### config.mk
export PLATFORM = sky130hd
export DESIGN_NAME = swmd_cell
export DESIGN_NICKNAME = d
export VERILOG_FILES = /design/src/hw/rtl/swmd_pkg.sv /design/src/hw/rtl/swmd_cell.sv
export SDC_FILE = /design/constraint.sdc
export NUM_CORES = 1
export LEC_CHECK = 0
export BUFFER_PORTS_ARGS = -buffer_cell sky130_fd_sc_hd__buf_2
export CAP_MARGIN = 20
export CORE_ASPECT_RATIO = 0.75
export CORE_MARGIN = 5
export CORE_UTILIZATION = 39
export CTS_CLUSTER_DIAMETER = 50
export CTS_CLUSTER_SIZE = 28
export DETAILED_ROUTE_END_ITERATION = 7
export HOLD_SLACK_MARGIN = 0.1
export PLACE_DENSITY = 0.78
export SKIP_LAST_GASP = 1
export SYNTH_ARGS = -nofsm -noshare
export SYNTH_HDL_FRONTEND = slang
export SYNTH_SLANG_ARGS = --single-unit
### constraint.sdc
create_clock -name clk -period 2.78 [get_ports clk]
set_input_delay 0.139 -clock clk [delete_from_list [all_inputs] [get_ports clk]]
set_output_delay 0.139 -clock clk [all_outputs]
set_load 0.01 [all_outputs]
### src/hw/rtl/swmd_pkg.sv
// swmd_pkg: shared types and fixed widths for the sliding-window median block.
// No dependencies; imported by swmd_cell and sliding_window_median_deviation.
package swmd_pkg;

    localparam int SAMPLE_W = 32;   // input sample field
    localparam int COST_W   = 39;   // cost result field
    localparam int MEDIAN_W = 32;   // median result field
    localparam int CFG_W    = 7;    // window_size register

    localparam logic [CFG_W-1:0] WINDOW_SIZE_RST = 7'd3;

    typedef struct packed {
        logic [SAMPLE_W-1:0] sample;
        logic                restart;
    } in_item_t;

    typedef struct packed {
        logic [COST_W-1:0]   cost;
        logic [MEDIAN_W-1:0] median;
    } out_item_t;

    // Broadcast control to the sorted cell row; at most one bit is set.
    typedef struct packed {
        logic remove;   // drop one copy of the leaving value, close the gap
        logic insert;   // open a slot and place the new sample
        logic shift;    // move the scan line one cell toward the head
    } cell_ctrl_t;

endpackage

### src/hw/rtl/swmd_cell.sv
// swmd_cell: one slot of the sorted row plus one slot of the scan line.
// Depends on swmd_pkg (cell_ctrl_t); talks only to its two neighbors.
module swmd_cell #(
    parameter int DATA_BITS = 32
) (
    input  logic                   clk,
    input  swmd_pkg::cell_ctrl_t   ctrl,
    input  logic                   valid,       // slot lies below the fill count
    input  logic [DATA_BITS-1:0]   x,           // sample being inserted
    input  logic [DATA_BITS-1:0]   r,           // sample being removed
    input  logic [DATA_BITS-1:0]   left_value,
    input  logic                   left_gt,
    input  logic [DATA_BITS-1:0]   right_value,
    input  logic [DATA_BITS-1:0]   right_scan,
    output logic [DATA_BITS-1:0]   value,
    output logic                   gt,
    output logic [DATA_BITS-1:0]   scan
);

    import swmd_pkg::*;

    logic [DATA_BITS-1:0] value_reg, value_next;
    logic [DATA_BITS-1:0] scan_reg, scan_next;

    // Empty slots count as larger than anything so the new sample lands at the end.
    assign gt = !valid || (value_reg > x);

    always_comb
    begin
        value_next = value_reg;
        if (ctrl.remove && (value_reg >= r))
        begin
            value_next = right_value;
        end
        else if (ctrl.insert && gt)
        begin
            value_next = left_gt ? left_value : x;
        end
    end

    always_comb
    begin
        scan_next = scan_reg;
        if (ctrl.insert)
        begin
            scan_next = value_next;
        end
        else if (ctrl.shift)
        begin
            scan_next = right_scan;
        end
    end

    always_ff @(posedge clk)
    begin
        value_reg <= value_next;
        scan_reg  <= scan_next;
    end

    assign value = value_reg;
    assign scan  = scan_reg;

endmodule

==> reports/metrics.yaml <==
synthesis:
  synth_top_family_by_area: "compound AO/OA/AOI/OAI gates"
  synthMuxAreaShare_pct: 6.11
  ys_seq_elements: 64
  async_flop_share_pct: 0
  synth_edf_count: 32
  syn_inst: 634
  yosys.area_share.xor_xnor_pct: 0
  yosys.area_share.adder_pct: 15.2
  yosysWarnings: 0
  synth_compound_gate_area_share_pct: 25.8
  synth_area_per_cell_sq_um: 8.31
  synth_ff_type: "edfxtp_1"
  ys_seq_area_share_pct: 30.4
  syn_area_sq_um: 5270
  synth_nets: 864
  synth-simple-area-share_pct: 14.1
  synthDistinctLibCells: 41
clock_tree:
  clock_sinks: 64
  cts_tree: "yes"
  root_buffer: "clkbuf_16"
  clk_latency_ps: 330
  cts_max_level: 3
  path_clk_slew_ps: 60
  numCtsBuffers: 9
  clock_path_buffers: 2
placement:
  post-place-ws_ps: -287
  io_buffers: 230
  place_hpwl_mm: 16.5
  place_congestion: 0.956
route:
  drt_iter0_markers: 585
  vias: 6301
  first_pass_iters: 5
  wl_per_cell_microns: 20.1
  vias_per_cell: 5.77
  drtAntennaViolNets: 0
  wl_mm: 22.0
  drc: 0
global_routing:
  grt_first_pass_wirelength_mm: 32.2
  grt_max_degree: 33
  antenna_found_initial: 1
  grt-ovfl-total: 0
  grt_pass1_vias: 6104
  track_usage_pct: 25.6
worst_setup_path:
  end_kind: "flop"
  crit_required_ps: 2970
  critPathArrivalTime_ps: 3000
  path_max_fanout: 10
  startpoint_type: "flop"
  critPathKind: "reg2reg"
power_and_ir_drop:
  p_leak_uw: 0.00377
  vdd_drop_max_v: 0.000381
  p_per_area_nw_per_um2: 900
sta:
  fin_crit_ps: 2810
  fin_worst_skew_ps: 7.51
  finalCritPeriodShare_pct: 101
  worstMarginPinSlew_ps: 507
  hold_viol: 0
  slew_headroom_pct: 65.8
  worst_slack_ps: -26.2
  setup_viol: 3
  final_max_slew_viol_count: 0
  rsz0062_at_grt: "yes"
  fmax_mhz: 356
job:
  cap_violations: 0
floorplan:
  core_area_sq_um: 13100
  placementRows: 36
  fp.dieH_microns: 111
  initial_core_util_pct: 40.2
  dieWidth_microns: 144
  die_area_sq_um: 16000
  top_level_ports: 231
outcome:
  status: "complete, but fails checks"
  violations: "negative setup slack"
finish:
  final_nets: 1145
  areaGrowthSynthToFinish_pct: 46.2
  n_fill_cell: 1207
  final_util_pct: 58.8
  drive_gt1_share_pct: 40.2
min_path:
  hp-class: "in2reg"
-- cell type report --
class                      instances  area, sq um  area share, %
clock inverter                     5         33.8          0.439
clock buffer                      11          243           3.15
antenna                            1         2.50         0.0325
timing repair buffer             314         1830           23.8
inverter                          67          251           3.27
multi-input combinational        459         3510           45.6
sequential                        64         1620           21.0
tap                              171          214           2.78
-- report_power, final --
part | switching [uW] | total [uW] | internal, uW
clock network | 430 | 1060 | 626
logic | 2270 | 4200 | 1930
registers | 258 | 1670 | 1420
-- per-layer routing --
layer	global-route usage [%]	vias to the layer above	part of all wire, %
li1	-	2954	-
met1	36.0	2871	42
met3	7.52	35	13
met2	37.9	441	44
met4	7.27	0	1.6
met5	0	-	0
-- synthesized netlist by cell type (2+ instances only) --
library cell / count / area, sq um
o21ai_0: 76 / 380
inv_1: 67 / 251
ha_1: 64 / 801
nand2_1: 50 / 188
clkbuf_1: 38 / 143
nor2_1: 37 / 139
a31oi_1: 32 / 200
dfxtp_1: 32 / 641
edfxtp_1: 32 / 961
o21ai_1: 32 / 160
mux2i_1: 31 / 310
o2111ai_1: 31 / 272
or4_1: 30 / 225
a21oi_1: 19 / 95.1
nand4_1: 9 / 56.3
o21a_1: 6 / 45.0
nand3_1: 5 / 25.0
nor4_1: 4 / 25.0
a21o_1: 3 / 22.5
and4_1: 3 / 26.3
buf_2: 3 / 15.0
buf_6: 3 / 33.8
nor3_1: 3 / 15.0
a2111o_1: 2 / 22.5
a211oi_1: 2 / 15.0
a221o_1: 2 / 20.0
a221oi_1: 2 / 17.5
nand2b_1: 2 / 12.5
o2bb2ai_1: 2 / 17.5
-- kinds of logic after synthesis --
family	after synthesis
AOI/OAI and AO/OA	216
DFF	64
adders and majority gates	64
buffers and inverters	111
and+or+nand+nor	147
muxes	32
-- layout by cell type (no fill, tap or decap), drive strengths merged, types with 6 or more instances in the layout --
cell type    netlist  final
buf                6    307
o21ai            108    108
inv               67     67
ha                64     64
nand2             50     50
nor2              37     37
a31oi             33     33
edfxtp            32     32
dfxtp             32     32
mux2i             31     31
o2111ai           31     31
or4               30     30
a21oi             19     19
clkbuf            38     11
nand4              9      9
dlygate4sd3        0      7
o21a               6      6
-- worst max-delay path, stage by stage, from the launching register on --
cell and delay [ps]:
dfxtp_2 340, ha_4 270, nand4_1 140, buf_4 180
buf_4 120, nor4_1 250, nand2_1 130, o21a_4 160
buf_4 140, o31ai_4 300, buf_4 280, mux2i_1 250
o21ai_1 100
-- per-stage QoR --
stage | setup TNS [ps] | total power (uW) | instance area, sq um | std cells | hold WS [ps]
after floorplan | 0 | 3680 | 5270 | 634 | 282
after global placement | -4830 | 5280 | 6960 | 1058 | 390
after detailed placement | -4220 | 5360 | 6960 | 1058 | 389
after CTS | -19.5 | 6500 | 7340 | 1083 | 101
after global routing | -4440 | 7400 | 7700 | 1092 | 103
final | -52.3 | 6930 | 7700 | 1092 | 70.9
-- what timing repair did --
item | 4_1_cts | 5_1_grt
endpoints found under the hold margin | 6 | 1
hold buffers | 6 | 1
setup buffers | 3 | 6
gates cloned | 0 | 1
pin swaps | 3 | 26
resized for setup | 8 | 52
setup endpoints to repair | 44 | 64
-- path summary, 6_finish.rpt --
check / from / end / slack, ps / depth (start not counted)
worst max-delay path: value[14] / value[5] / -30 / 12
worst min-delay path: right_value[16] / value[16] / 70 / 3
worst max register to register: value[14] / value[5] / -30 / 12
worst min register to register: value[0] / value[0] / 610 / 2
No activity file was read; power rests on OpenSTA's default activity.
